`src/hw/rtl/hsv_pkg.sv`:
```
// Types and constants shared by the host string validator modules.
package hsv_pkg;

   localparam int unsigned CHAR_W  = 8;
   localparam int unsigned KIND_W  = 2;
   localparam int unsigned TOTAL_W = 9;
   localparam int unsigned LABEL_W = 7;
   localparam int unsigned OCTET_W = 9;
   localparam int unsigned PROD_W  = 13;   // holds 511 * 10 + 9

   localparam logic [TOTAL_W-1:0] MAX_NAME  = TOTAL_W'(253);
   localparam logic [LABEL_W-1:0] MAX_LABEL = LABEL_W'(63);
   localparam logic [OCTET_W-1:0] MAX_OCTET = OCTET_W'(255);

   // result kinds
   localparam logic [KIND_W-1:0] KIND_EMPTY    = 2'd0;
   localparam logic [KIND_W-1:0] KIND_IPV4     = 2'd1;
   localparam logic [KIND_W-1:0] KIND_IPV6     = 2'd2;
   localparam logic [KIND_W-1:0] KIND_HOSTNAME = 2'd3;

   // class of the previous hostname character
   localparam logic [1:0] PC_START  = 2'd0;
   localparam logic [1:0] PC_WORD   = 2'd1;
   localparam logic [1:0] PC_HYPHEN = 2'd2;
   localparam logic [1:0] PC_DOT    = 2'd3;

   typedef struct packed {
      logic       ws;
      logic       digit;
      logic       alpha;
      logic       dot;
      logic       hyphen;
      logic       colon;
      logic [3:0] digit_val;
   } hsv_class_type;

   typedef struct packed {
      logic               started;
      logic               pending_space;
      logic               only_digits_dots;
      logic               saw_colon;
      logic               name_bad;
      logic               quad_bad;
      logic [TOTAL_W-1:0] total_length;
      logic [LABEL_W-1:0] label_length;
      logic [1:0]         prev_class;
      logic [OCTET_W-1:0] octet_value;
      logic [1:0]         octet_digits;
      logic               octet_lead_zero;
      logic [2:0]         dot_count;
   } hsv_state_type;

   typedef struct packed {
      logic              valid_res;
      logic [KIND_W-1:0] kind;
   } hsv_verdict_type;

   localparam hsv_state_type ST_RESET = '{
      started:          1'b0,
      pending_space:    1'b0,
      only_digits_dots: 1'b1,
      saw_colon:        1'b0,
      name_bad:         1'b0,
      quad_bad:         1'b0,
      total_length:     '0,
      label_length:     '0,
      prev_class:       PC_START,
      octet_value:      '0,
      octet_digits:     2'd0,
      octet_lead_zero:  1'b0,
      dot_count:        3'd0
   };

endpackage

```
`src/hw/rtl/hsv_req_if.sv`:
```
// Request channel: one character word with its end-of-string flag.
interface hsv_req_if;
   logic       valid;
   logic       ready;
   logic [7:0] ch;
   logic       last;

   modport source (output valid, output ch, output last, input ready);
   modport sink   (input valid, input ch, input last, output ready);
endinterface

```
`src/hw/rtl/hsv_rsp_if.sv`:
```
// Response channel: one verdict word per string.
interface hsv_rsp_if;
   logic       valid;
   logic       ready;
   logic       valid_res;
   logic [1:0] kind;

   modport source (output valid, output valid_res, output kind, input ready);
   modport sink   (input valid, input valid_res, input kind, output ready);
endinterface

```
`src/hw/rtl/hsv_char_class.sv`:
```
// Character classifier for Latin-1 codes.
module hsv_char_class (
   input  logic [hsv_pkg::CHAR_W-1:0] ch,
   output hsv_pkg::hsv_class_type     cls
);
   import hsv_pkg::*;

   logic [CHAR_W-1:0] diff;

   assign diff = ch - CHAR_W'(8'h30);

   always_comb begin
      cls.ws        = ch inside {[8'd9:8'd13], 8'd32, 8'h85, 8'hA0};
      cls.digit     = ch inside {[8'h30:8'h39]};
      cls.alpha     = ch inside {[8'h41:8'h5A], [8'h61:8'h7A]};
      cls.dot       = (ch == 8'h2E);
      cls.hyphen    = (ch == 8'h2D);
      cls.colon     = (ch == 8'h3A);
      cls.digit_val = diff[3:0];
   end
endmodule

```
`src/hw/rtl/hsv_state_core.sv`:
```
// Per-string state registers, their update for one character and the verdict.
module hsv_state_core (
   input  logic                     clock,
   input  logic                     reset,
   input  logic                     step_en,
   input  logic                     last,
   input  hsv_pkg::hsv_class_type   cls,
   output hsv_pkg::hsv_verdict_type verdict
);
   import hsv_pkg::*;

   hsv_state_type st_ff, st_in, pre;
   logic [PROD_W-1:0]  prod;
   logic [LABEL_W-1:0] lab_inc;
   logic [2:0]         dots_inc;

   always_comb begin
      // inner whitespace penalty first
      pre = st_ff;
      if (cls.ws) begin
         if (st_ff.started) pre.pending_space = 1'b1;
      end else if (st_ff.pending_space) begin
         pre.name_bad         = 1'b1;
         pre.quad_bad         = 1'b1;
         pre.only_digits_dots = 1'b0;
         pre.pending_space    = 1'b0;
      end

      st_in    = pre;
      prod     = (PROD_W'(pre.octet_value) << 3) + (PROD_W'(pre.octet_value) << 1)
                 + PROD_W'(cls.digit_val);
      lab_inc  = (pre.label_length == '1) ? pre.label_length : pre.label_length + 1'b1;
      dots_inc = (pre.dot_count == 3'd7) ? pre.dot_count : pre.dot_count + 3'd1;

      if (!cls.ws) begin
         st_in.started = 1'b1;
         if (pre.total_length != '1) st_in.total_length = pre.total_length + 1'b1;
         if (cls.colon) st_in.saw_colon = 1'b1;
         if (!cls.digit && !cls.dot) st_in.only_digits_dots = 1'b0;

         // hostname rules
         if (cls.dot) begin
            if (pre.prev_class != PC_WORD) st_in.name_bad = 1'b1;
            st_in.label_length = '0;
            st_in.prev_class   = PC_DOT;
         end else begin
            if (cls.hyphen) begin
               if (pre.prev_class == PC_START || pre.prev_class == PC_DOT)
                  st_in.name_bad = 1'b1;
               st_in.prev_class = PC_HYPHEN;
            end else begin
               if (!cls.digit && !cls.alpha) st_in.name_bad = 1'b1;
               st_in.prev_class = PC_WORD;
            end
            st_in.label_length = lab_inc;
            if (lab_inc > MAX_LABEL) st_in.name_bad = 1'b1;
         end

         // dotted quad rules
         if (cls.digit) begin
            if (pre.octet_digits == 2'd0) begin
               st_in.octet_lead_zero = (cls.digit_val == 4'd0);
               st_in.octet_value     = OCTET_W'(cls.digit_val);
               st_in.octet_digits    = 2'd1;
            end else begin
               if (pre.octet_lead_zero || pre.octet_digits == 2'd3) st_in.quad_bad = 1'b1;
               if (pre.octet_digits != 2'd3) st_in.octet_digits = pre.octet_digits + 2'd1;
               st_in.octet_value = (prod > PROD_W'(511)) ? '1 : prod[OCTET_W-1:0];
            end
            if (st_in.octet_value > MAX_OCTET) st_in.quad_bad = 1'b1;
         end else if (cls.dot) begin
            if (pre.octet_digits == 2'd0 || pre.octet_value > MAX_OCTET)
               st_in.quad_bad = 1'b1;
            st_in.dot_count = dots_inc;
            if (dots_inc > 3'd3) st_in.quad_bad = 1'b1;
            st_in.octet_value     = '0;
            st_in.octet_digits    = 2'd0;
            st_in.octet_lead_zero = 1'b0;
         end
      end

      // verdict from the updated state
      if (!st_in.started) begin
         verdict.kind      = KIND_EMPTY;
         verdict.valid_res = 1'b0;
      end else if (st_in.only_digits_dots) begin
         verdict.kind      = KIND_IPV4;
         verdict.valid_res = !st_in.quad_bad && (st_in.octet_digits != 2'd0)
                             && (st_in.octet_value <= MAX_OCTET)
                             && (st_in.dot_count == 3'd3);
      end else if (st_in.saw_colon) begin
         verdict.kind      = KIND_IPV6;
         verdict.valid_res = 1'b0;
      end else begin
         verdict.kind      = KIND_HOSTNAME;
         verdict.valid_res = !st_in.name_bad && (st_in.prev_class == PC_WORD)
                             && (st_in.total_length <= MAX_NAME);
      end
   end

   always_ff @(posedge clock) begin
      if (reset) begin
         st_ff <= ST_RESET;
      end else if (step_en) begin
         st_ff <= last ? ST_RESET : st_in;
      end
   end
endmodule

```
`src/hw/rtl/host_string_validator_unit.sv`:
```
// Top level of the host string validator: input register, checker core, result register.
//
//   channel   dir   word                        when
//   req_chan  in    ch[7:0], last               one per character
//   rsp_chan  out   valid_res, kind[1:0]        one per string, after the last char
//
// One character per cycle, apart from the final-character stall below. A word is held
// in the input register; a final character moves its verdict into the result register.
// Reset is synchronous and clears both valid flags and all string state.
// While a verdict waits in the result register, non-final characters still
// flow; only a final character stalls until the result register frees up.
module host_string_validator_unit (
   input logic       clock,
   input logic       reset,
   hsv_req_if.sink   req_chan,
   hsv_rsp_if.source rsp_chan
);
   import hsv_pkg::*;

   // input register
   logic              s1_valid_ff, s1_valid_in;
   logic [CHAR_W-1:0] s1_ch_ff;
   logic              s1_last_ff;
   logic              s1_adv;
   logic              req_take;

   // result register
   logic              out_valid_ff, out_valid_in;
   logic              valid_res_ff;
   logic [KIND_W-1:0] kind_ff;

   hsv_class_type     cls;
   hsv_verdict_type   verdict;

   // a final char needs room in the result register; other chars always move
   assign s1_adv   = s1_valid_ff && (!s1_last_ff || !out_valid_ff || rsp_chan.ready);
   assign req_chan.ready = !s1_valid_ff || s1_adv;
   assign req_take = req_chan.valid && req_chan.ready;
   assign s1_valid_in = req_take ? 1'b1 : (s1_adv ? 1'b0 : s1_valid_ff);

   always_ff @(posedge clock) begin
      if (reset) begin
         s1_valid_ff <= 1'b0;
      end else begin
         s1_valid_ff <= s1_valid_in;
      end
   end

   always_ff @(posedge clock) begin
      if (req_take) begin
         s1_ch_ff   <= req_chan.ch;
         s1_last_ff <= req_chan.last;
      end
   end

   hsv_char_class u_class (
      .ch  (s1_ch_ff),
      .cls (cls)
   );

   hsv_state_core u_core (
      .clock   (clock),
      .reset   (reset),
      .step_en (s1_adv),
      .last    (s1_last_ff),
      .cls     (cls),
      .verdict (verdict)
   );

   // result register loads on a final char, drains on ready
   assign out_valid_in = (s1_adv && s1_last_ff) ? 1'b1
                       : (rsp_chan.ready ? 1'b0 : out_valid_ff);

   always_ff @(posedge clock) begin
      if (reset) begin
         out_valid_ff <= 1'b0;
      end else begin
         out_valid_ff <= out_valid_in;
      end
   end

   always_ff @(posedge clock) begin
      if (s1_adv && s1_last_ff) begin
         valid_res_ff <= verdict.valid_res;
         kind_ff      <= verdict.kind;
      end
   end

   assign rsp_chan.valid     = out_valid_ff;
   assign rsp_chan.valid_res = valid_res_ff;
   assign rsp_chan.kind      = kind_ff;

   // a final char never overwrites a verdict that has not been taken
   a_no_overwrite: assert property (@(posedge clock) disable iff (reset)
      !(s1_adv && s1_last_ff && out_valid_ff && !rsp_chan.ready))
      else $error("verdict overwritten while stalled");

   // ipv6 forms and empty strings are never reported valid
   a_kind_verdict: assert property (@(posedge clock) disable iff (reset)
      out_valid_ff && (kind_ff == KIND_IPV6 || kind_ff == KIND_EMPTY) |-> !valid_res_ff)
      else $error("valid verdict on an unjudged kind");

   // a verdict appears only after a final char left the input register
   a_verdict_source: assert property (@(posedge clock) disable iff (reset)
      $rose(out_valid_ff) |-> $past(s1_adv && s1_last_ff))
      else $error("verdict without a final character");

   // nothing is shown right after reset
   a_reset_clear: assert property (@(posedge clock)
      $past(reset) |-> !out_valid_ff && !s1_valid_ff)
      else $error("valid flags not cleared by reset");
endmodule

```
`src/flat_wrapper.sv`:
```
// flat-port wrapper written by rule: the top's interface ports become plain ports
module host_string_validator_unit_flat import hsv_pkg::*;
  (clock, reset, req_chan_valid, req_chan_ch, req_chan_last, req_chan_ready, rsp_chan_valid, rsp_chan_valid_res, rsp_chan_kind, rsp_chan_ready);
  hsv_req_if req_chan_i ();
  hsv_rsp_if rsp_chan_i ();
  input logic clock;
  input logic reset;
  input wire logic [$bits(req_chan_i.valid)-1:0] req_chan_valid;
  input wire logic [$bits(req_chan_i.ch)-1:0] req_chan_ch;
  input wire logic [$bits(req_chan_i.last)-1:0] req_chan_last;
  output wire logic [$bits(req_chan_i.ready)-1:0] req_chan_ready;
  output wire logic [$bits(rsp_chan_i.valid)-1:0] rsp_chan_valid;
  output wire logic [$bits(rsp_chan_i.valid_res)-1:0] rsp_chan_valid_res;
  output wire logic [$bits(rsp_chan_i.kind)-1:0] rsp_chan_kind;
  input wire logic [$bits(rsp_chan_i.ready)-1:0] rsp_chan_ready;
  assign req_chan_i.valid = req_chan_valid;
  assign req_chan_i.ch = req_chan_ch;
  assign req_chan_i.last = req_chan_last;
  assign req_chan_ready = req_chan_i.ready;
  assign rsp_chan_valid = rsp_chan_i.valid;
  assign rsp_chan_valid_res = rsp_chan_i.valid_res;
  assign rsp_chan_kind = rsp_chan_i.kind;
  assign rsp_chan_i.ready = rsp_chan_ready;
  host_string_validator_unit u_core (.clock(clock), .reset(reset), .req_chan(req_chan_i), .rsp_chan(rsp_chan_i));
endmodule
```
`config.mk`:
```
export PLATFORM = sky130hd
export DESIGN_NAME = host_string_validator_unit_flat
export DESIGN_NICKNAME = d
export VERILOG_FILES = /design/src/hw/rtl/hsv_pkg.sv /design/src/hw/rtl/hsv_req_if.sv /design/src/hw/rtl/hsv_rsp_if.sv /design/src/hw/rtl/hsv_char_class.sv /design/src/hw/rtl/hsv_state_core.sv /design/src/hw/rtl/host_string_validator_unit.sv /design/src/flat_wrapper.sv
export SDC_FILE = /design/constraint.sdc
export NUM_CORES = 1
export LEC_CHECK = 0
export BUFFER_PORTS_ARGS = -buffer_cell sky130_fd_sc_hd__buf_2
export CORE_UTILIZATION = 66
export CTS_CLUSTER_DIAMETER = 60
export DETAILED_ROUTE_END_ITERATION = 8
export HOLD_SLACK_MARGIN = 0.1
export PLACE_DENSITY = 0.85
export SYNTH_ARGS = -nofsm -noshare
export SYNTH_HDL_FRONTEND = slang
export SYNTH_SLANG_ARGS = --single-unit
```
`constraint.sdc`:
```
create_clock -name clock -period 7.6 [get_ports clock]
set_input_delay 0.76 -clock clock [delete_from_list [all_inputs] [get_ports clock]]
set_output_delay 0.76 -clock clock [all_outputs]
set_load 0.005 [all_outputs]
```
After elaboration in Yosys (flattened, before gate mapping)
Cells that the tools add are included.
{"block": "classes", "addsub": 7, "n_lt_le_gt_ge": 15, "n_eq_ne": 18, "muxes": 44, "bitwise": 1, "reduce_logical": 41}
{"op": "$mux W39", "n": 1}
{"op": "$mux W37", "n": 1}
{"op": "$mux W11", "n": 3}
{"op": "$eq A8 B6 Y1 const B", "n": 4}
{"op": "$mux W9", "n": 3}
{"op": "$mux W1", "n": 25}
{"op": "$gt A9 B8 Y1 const B", "n": 2}
{"op": "$le A9 B8 Y1 const B", "n": 2}
{"op": "$eq A8 B8 Y1 const B", "n": 2}
{"op": "$ge A8 B7 Y1 const B", "n": 2}
{"op": "$le A8 B7 Y1 const B", "n": 2}
{"op": "$mux W15", "n": 1}
{"op": "$logic_and A1 B1 Y1", "n": 14}
{"op": "$add A12 B10 Y13", "n": 1}
{"op": "$add A13 B4 Y13", "n": 1}
{"op": "$gt A13 B9 Y1 const B", "n": 1}
{"op": "$mux W12", "n": 1}
{"op": "$mux W3", "n": 4}
{"op": "$add A9 B1 Y9 const B", "n": 1}
{"op": "$ne A9 B9 Y1 const B", "n": 1}
{"op": "$ge A8 B4 Y1 const B", "n": 1}
{"op": "$ge A8 B6 Y1 const B", "n": 1}
{"op": "$le A8 B4 Y1 const B", "n": 1}
{"op": "$le A8 B6 Y1 const B", "n": 1}
{"op": "other kinds (27)", "n": 50}
{"block": "totals", "register_bits": 53, "input_bits": 13, "output_inout_bits": 5, "word_cells": 146}

Logic depth before layout (Yosys ltp)
{"block": "depth", "depth_word": 16, "ltp_mapped": 11, "mapped_depth_nobuf": 11}

Modules after synthesis
A second synthesis with hierarchy kept.
{"block": "hier_totals", "hier_cells": 406, "area_unflattened_um2": 3365.7}
{"mod": "hsv_state_core", "n_inst": 1, "cells_each": 356, "area_each_um2": 2733.9, "seq_area_each_um2": 780.7}
{"mod": "host_string_validator_unit", "n_inst": 1, "cells_each": 24, "area_each_um2": 464.2, "seq_area_each_um2": 400.4}
{"mod": "hsv_char_class", "n_inst": 1, "cells_each": 26, "area_each_um2": 167.7, "seq_area_each_um2": 0.0}

Worst setup path before layout
Ideal clock, no wire load.
{"block": "synth_path", "path_type": "register to register", "start": "register u_core.s1_ch_ff[3]", "end": "register u_core.u_core.st_ff[33] in the netlist's numbering", "setup_ps": 117, "t_arrival_ps": 2675, "required_time_ps": 7483, "path_slack_ps": 4808, "stages_incl_launch_ff": 10, "n_path_buf": 0, "period_less_slack_ps": 2792, "cell_sequence": "edfxtp_1 > fa_1 > ha_1 > nor2b_1 > o31a_1 > o21a_1 > or4_4 > a21oi_2 > o31ai_1 > a32o_1"}
{"block": "synth_via", "elab_chain_cells": 12, "elab_cells_between_ends": 29, "cone_classes": "add/sub: 2; order compare: 6; eq/ne: 4; mux: 14; reduce/logical: 3"}
{"item": "start: declaration", "line_no": "host_string_validator_unit.sv:22", "rtl": "logic [CHAR_W-1:0] s1_ch_ff;"}
{"item": "start signal: assignment", "line_no": "host_string_validator_unit.sv:51", "rtl": "s1_ch_ff <= req_chan.ch;"}
{"item": "$sub A4 B1 Y4", "line_no": "hsv_char_class.sv:10", "rtl": "assign diff = ch - CHAR_W'(8'h30);"}
{"item": "$add A13 B4 Y13", "line_no": "hsv_state_core.sv:31", "rtl": "+ PROD_W'(cls.digit_val);"}
{"item": "$gt A13 B9 Y1", "line_no": "hsv_state_core.sv:68", "rtl": "st_in.octet_value = (prod > PROD_W'(511)) ? '1 : prod[OCTET_W-1:0];"}
{"item": "$mux W9", "line_no": "hsv_state_core.sv:68"}
{"item": "$mux W11", "line_no": "hsv_state_core.sv:61", "rtl": "if (pre.octet_digits == 2'd0) begin"}
{"item": "$mux W11", "line_no": "hsv_state_core.sv:60", "rtl": "if (cls.digit) begin"}
{"item": "$mux W11", "line_no": "hsv_state_core.sv:35", "rtl": "if (!cls.ws) begin"}
{"item": "$gt A9 B8 Y1", "line_no": "hsv_state_core.sv:70", "rtl": "if (st_in.octet_value > MAX_OCTET) st_in.quad_bad = 1'b1;"}
{"item": "$mux W1", "line_no": "hsv_state_core.sv:70"}
{"item": "$mux W1", "line_no": "hsv_state_core.sv:60"}
{"item": "$mux W37 *", "line_no": "hsv_state_core.sv:35"}
{"item": "$mux W39 *", "line_no": "hsv_state_core.sv:105", "rtl": "st_ff <= last ? ST_RESET : st_in;"}
{"item": "end signal: assignment", "line_no": "hsv_state_core.sv:105"}
{"item": "end: declaration", "line_no": "hsv_state_core.sv:12", "rtl": "hsv_state_type st_ff, st_in, pre;"}
Every way passes the cells marked *; elsewhere a longest branch is shown, timed or not. The select of a mux whose other input is x is not followed.
A chain may end at the register's enable or synchronous reset.

Worst setup path after layout
{"block": "layout_path", "start": "register u_core.s1_ch_ff[3]", "end": "register u_core.valid_res_ff (netlist: u_core.rsp_chan.valid_res) (data pin)"}
{"block": "layout_via", "elab_chain_cells": 16, "elab_cells_between_ends": 71, "cone_classes": "add/sub: 2; order compare: 12; eq/ne: 8; mux: 30; reduce/logical: 19"}
{"item": "$sub A4 B1 Y4", "line_no": "hsv_char_class.sv:10"}
{"item": "$add A13 B4 Y13", "line_no": "hsv_state_core.sv:31"}
{"item": "$gt A13 B9 Y1", "line_no": "hsv_state_core.sv:68"}
{"item": "$mux W9", "line_no": "hsv_state_core.sv:68"}
{"item": "$mux W11", "line_no": "hsv_state_core.sv:61"}
{"item": "$mux W11", "line_no": "hsv_state_core.sv:60"}
{"item": "$mux W11", "line_no": "hsv_state_core.sv:35"}
{"item": "$gt A9 B8 Y1", "line_no": "hsv_state_core.sv:70"}
{"item": "$mux W1", "line_no": "hsv_state_core.sv:70"}
{"item": "$mux W1", "line_no": "hsv_state_core.sv:60"}
{"item": "$mux W37", "line_no": "hsv_state_core.sv:35"}
{"item": "$logic_not A1 Y1", "line_no": "hsv_state_core.sv:88", "rtl": "verdict.valid_res = !st_in.quad_bad && (st_in.octet_digits != 2'd0)"}
{"item": "$logic_and A1 B1 Y1", "line_no": "hsv_state_core.sv:88"}
{"item": "$logic_and A1 B1 Y1", "line_no": "hsv_state_core.sv:89", "rtl": "&& (st_in.octet_value <= MAX_OCTET)"}
{"item": "$logic_and A1 B1 Y1", "line_no": "hsv_state_core.sv:90", "rtl": "&& (st_in.dot_count == 3'd3);"}
{"item": "$mux W3", "line_no": "hsv_state_core.sv:86", "rtl": "end else if (st_in.only_digits_dots) begin"}
{"item": "end signal: assignment", "line_no": "host_string_validator_unit.sv:84", "rtl": "valid_res_ff <= verdict.valid_res;"}
{"item": "end: declaration", "line_no": "host_string_validator_unit.sv:29", "rtl": "logic valid_res_ff;"}
Parallel ways exist; a longest one is shown, timed or not. The select of a mux whose other input is x is not followed.

==> results.toml <==
[place]
gp_congestion = 0.905
detailedPlace.worstSlack_ns = 4.35
io_buffer_count = 17
detailed_place_hpwl_mm = 5.16
dpl-instance-area_mm2 = 0.00345

[synth]
syn_area_mm2 = 0.00338
synth_area_leaders = "dfxtp_1 (24%), edfxtp_1 (11%), ha_1 (7.8%)"
syn-num-nets = 422
yosys_warnings = 0
ys_async_sr_fraction_pct = 0
yosysSeqAreaShare_pct = 35.0
syn_avg_cell_area_um2 = 8.75
netlist_instances = 386
synth_edf_count = 12
ys.flop_type = "dfxtp_1"
synth_top_area_share_pct = 24.3
synth_cell_types = 71
ys_seq_elements = 53
yosys.area.top_type = "dfxtp_1"

[global_routing]
antenna_found_initial = 0
grt_max_degree = 31
grt_overflow = 0
track_usage_pct = 27.3
grt_pass1_vias = 2483
grt_pass1_wl_mm = 11.5

[timing]
relSlewSlack_pct = 60.9
setup_viol = 0
worst_pin_slew_ns = 0.583
min_period_ns = 3.30
worst_slack_ns = 4.30
finalCritPeriodShare_pct = 43.5
rsz0062_at_grt = "false"
fmax_ghz = 0.303
fin_setup_tns_ns = 0
skew_ns = 0.00839
final_max_slew_viol_count = 0
final-hold-violation-count = 0

[routing]
routed-wl-met3_um = 556
drt_iter0_drc = 247
m1WireLength_mm = 3.20
wl_mm = 7.02
routed-wl-met2_mm = 3.19
vias = 2976
remaining_drc_errors = 0
first_pass_iters = 5
dr.max_layer_used = "met4"
routed_via_density = 6.47
ant_nets = 0
wl_per_cell_um = 15.3

[worst_setup_path]
cp_top_family = "compound AO/OA/AOI/OAI gates"
r2r_setup_slack_ns = 4.30
critPathBufInv = 0
crit_path_frequent_cell = "o2bb2ai_1"
required_ns = 7.66
cp_cell_sequence = "fa_1, ha_1, a21o_1, a211oi_2, o2bb2ai_1, o2111ai_2, a21oi_2, o31ai_1, o2bb2ai_1"
critPathSlowestCell = "edfxtp_1"
critPathLaunchType = "flip-flop"
cp.arrival_ns = 3.36
cp-end-kind = "flip-flop"
crit_type = "flip-flop to flip-flop"
worstPathMaxFanout = 11
max_stage_delay_ns = 0.57

[clock_tree]
postCtsResizedCells = 0
cts_buffers = 5
holdBufCountCts = 0
clk_pin_slew_ns = 0.10
cts.path.max_buffers = 2
clk_latency_ns = 0.31
h-tree-depth = 2
cts_tree = "built"
cts_setup_buffers = 0
cts_root_buf = "clkbuf_8"
cts_sinks = 53

[floorplan]
dieArea_mm2 = 0.00541
num_rows = 25
start_util_pct = 70.1
dieWidth_um = 73.5
core_area_mm2 = 0.00482
die_y_um = 73.5
io_pins = 18

[power_and_ir_drop]
ir_drop_mv = 0.119
power_leakage_nw = 1.39
p_per_area_mw_per_mm2 = 151
power_w = 0.000537

[cells_and_area]
antenna_cells = 0
post_route_cells_drive_above_1_share_pct = 11.7
syn_to_final_growth_pct = 5.30
finish.utilization_pct = 73.8
fin_nets = 428
final_cell_area_mm2 = 0.00356

[min_path]
hold_class = "flip-flop to flip-flop"

[status]
status = "complete, no violations"

[job]
cap_viol_max_count = 0
[flip-flops by register name, summed over array words and instances, names as in the netlist]
register,cells
u_core.s1_last_ff,1
u_core.u_core.st_ff,4
u_core.rsp_chan.valid,1
u_core.u_core.pre,35
u_core.s1_valid_ff,1
u_core.rsp_chan.valid_res,1
u_core.rsp_chan.kind,2
u_core.s1_ch_ff,8
[power breakdown]
part           total [W]  internal [W]  switching (W)
clock network   0.000194     0.0000997      0.0000943
registers       0.000303      0.000294     0.00000886
logic          0.0000396     0.0000153      0.0000243
[final cells by class]
type,count,area (µm²)
multi-input cells,302,2050
clock buffers,6,72.6
repair buffers,17,85.1
flip-flops and latches,53,1180
well taps,67,83.8
clock inverters,2,38.8
inverters,13,48.8
fillers,371,1260
[path summary, 6_finish.rpt]
| path | from | endpoint | depth (start not counted) |
|---|---|---|---|
| setup / recovery | u_core.s1_ch_ff[3] | u_core.rsp_chan.valid_res | 9 |
| hold reg to reg | u_core.u_core.st_ff[36] | u_core.u_core.st_ff[36] | 1 |
| hold / removal | u_core.u_core.st_ff[36] | u_core.u_core.st_ff[36] | 1 |
| setup reg to reg | u_core.s1_ch_ff[3] | u_core.rsp_chan.valid_res | 9 |
[worst reg2reg max path: stages (launching register included)]
cell       delay [ns]
edfxtp_1         0.57
fa_1             0.56
ha_1             0.34
a21o_1           0.21
a211oi_2         0.31
o2bb2ai_1        0.11
o2111ai_2        0.39
a21oi_2          0.09
o31ai_1          0.34
o2bb2ai_1        0.13
[per-stage QoR]
step / instances / hold slack [ns]
final: 460 / 0.471
after CTS: 460 / 0.471
after detailed placement: 452 / 0.446
after floorplan: 386 / 0.427
after global routing: 460 / 0.503
after global placement: 452 / 0.435
[cell families after synthesis]
group / after synthesis / share of synthesized area, %
simple gates: 152 / 23.9
compound gates: 113 / 24.0
flops: 53 / 35.0
buf+inv: 31 / 4.44
fa+ha+maj: 23 / 8.96
xor+xnor: 10 / 2.59
mux: 4 / 1.19
[metal layers]
layer	up-vias	GRT usage (%)
met2	143	43.0
met1	1391	39.2
met4	0	6.62
met5	-	0
li1	1434	-
met3	8	4.39
[cell usage after synthesis (all sizes together) (4+ instances only)]
cell,number
dfxtp,41
and2,7
o21ai,21
nor3,10
edfxtp,12
nand2b,7
mux2i,4
nand3,9
and3,9
inv,13
nand4,8
xnor2,5
o21a,4
nor2,52
ha,21
a22oi,7
nand2,26
buf,6
a31oi,7
clkbuf,12
xor2,5
a21oi,36
o221ai,5
a21o,5
[placed cells by master, fill, tap and decap left out, drive strengths merged, types with 3 or more instances in the layout]
cell type / instances
nand3: 9
a211o: 3
a21o: 5
o21ai: 21
a21oi: 36
nor2b: 3
and2: 7
a211oi: 3
nand4b: 3
clkbuf: 6
nand2: 26
a22oi: 7
o21a: 4
xor2: 5
xnor2: 5
nand2b: 7
nand4: 8
nand3b: 3
edfxtp: 12
o221ai: 5
or2: 3
inv: 14
mux2i: 4
dfxtp: 41
buf: 17
ha: 21
nor2: 52
and3: 9
a31oi: 7
nor3: 10
nor4: 3
Power figures use the tool's default switching activity.
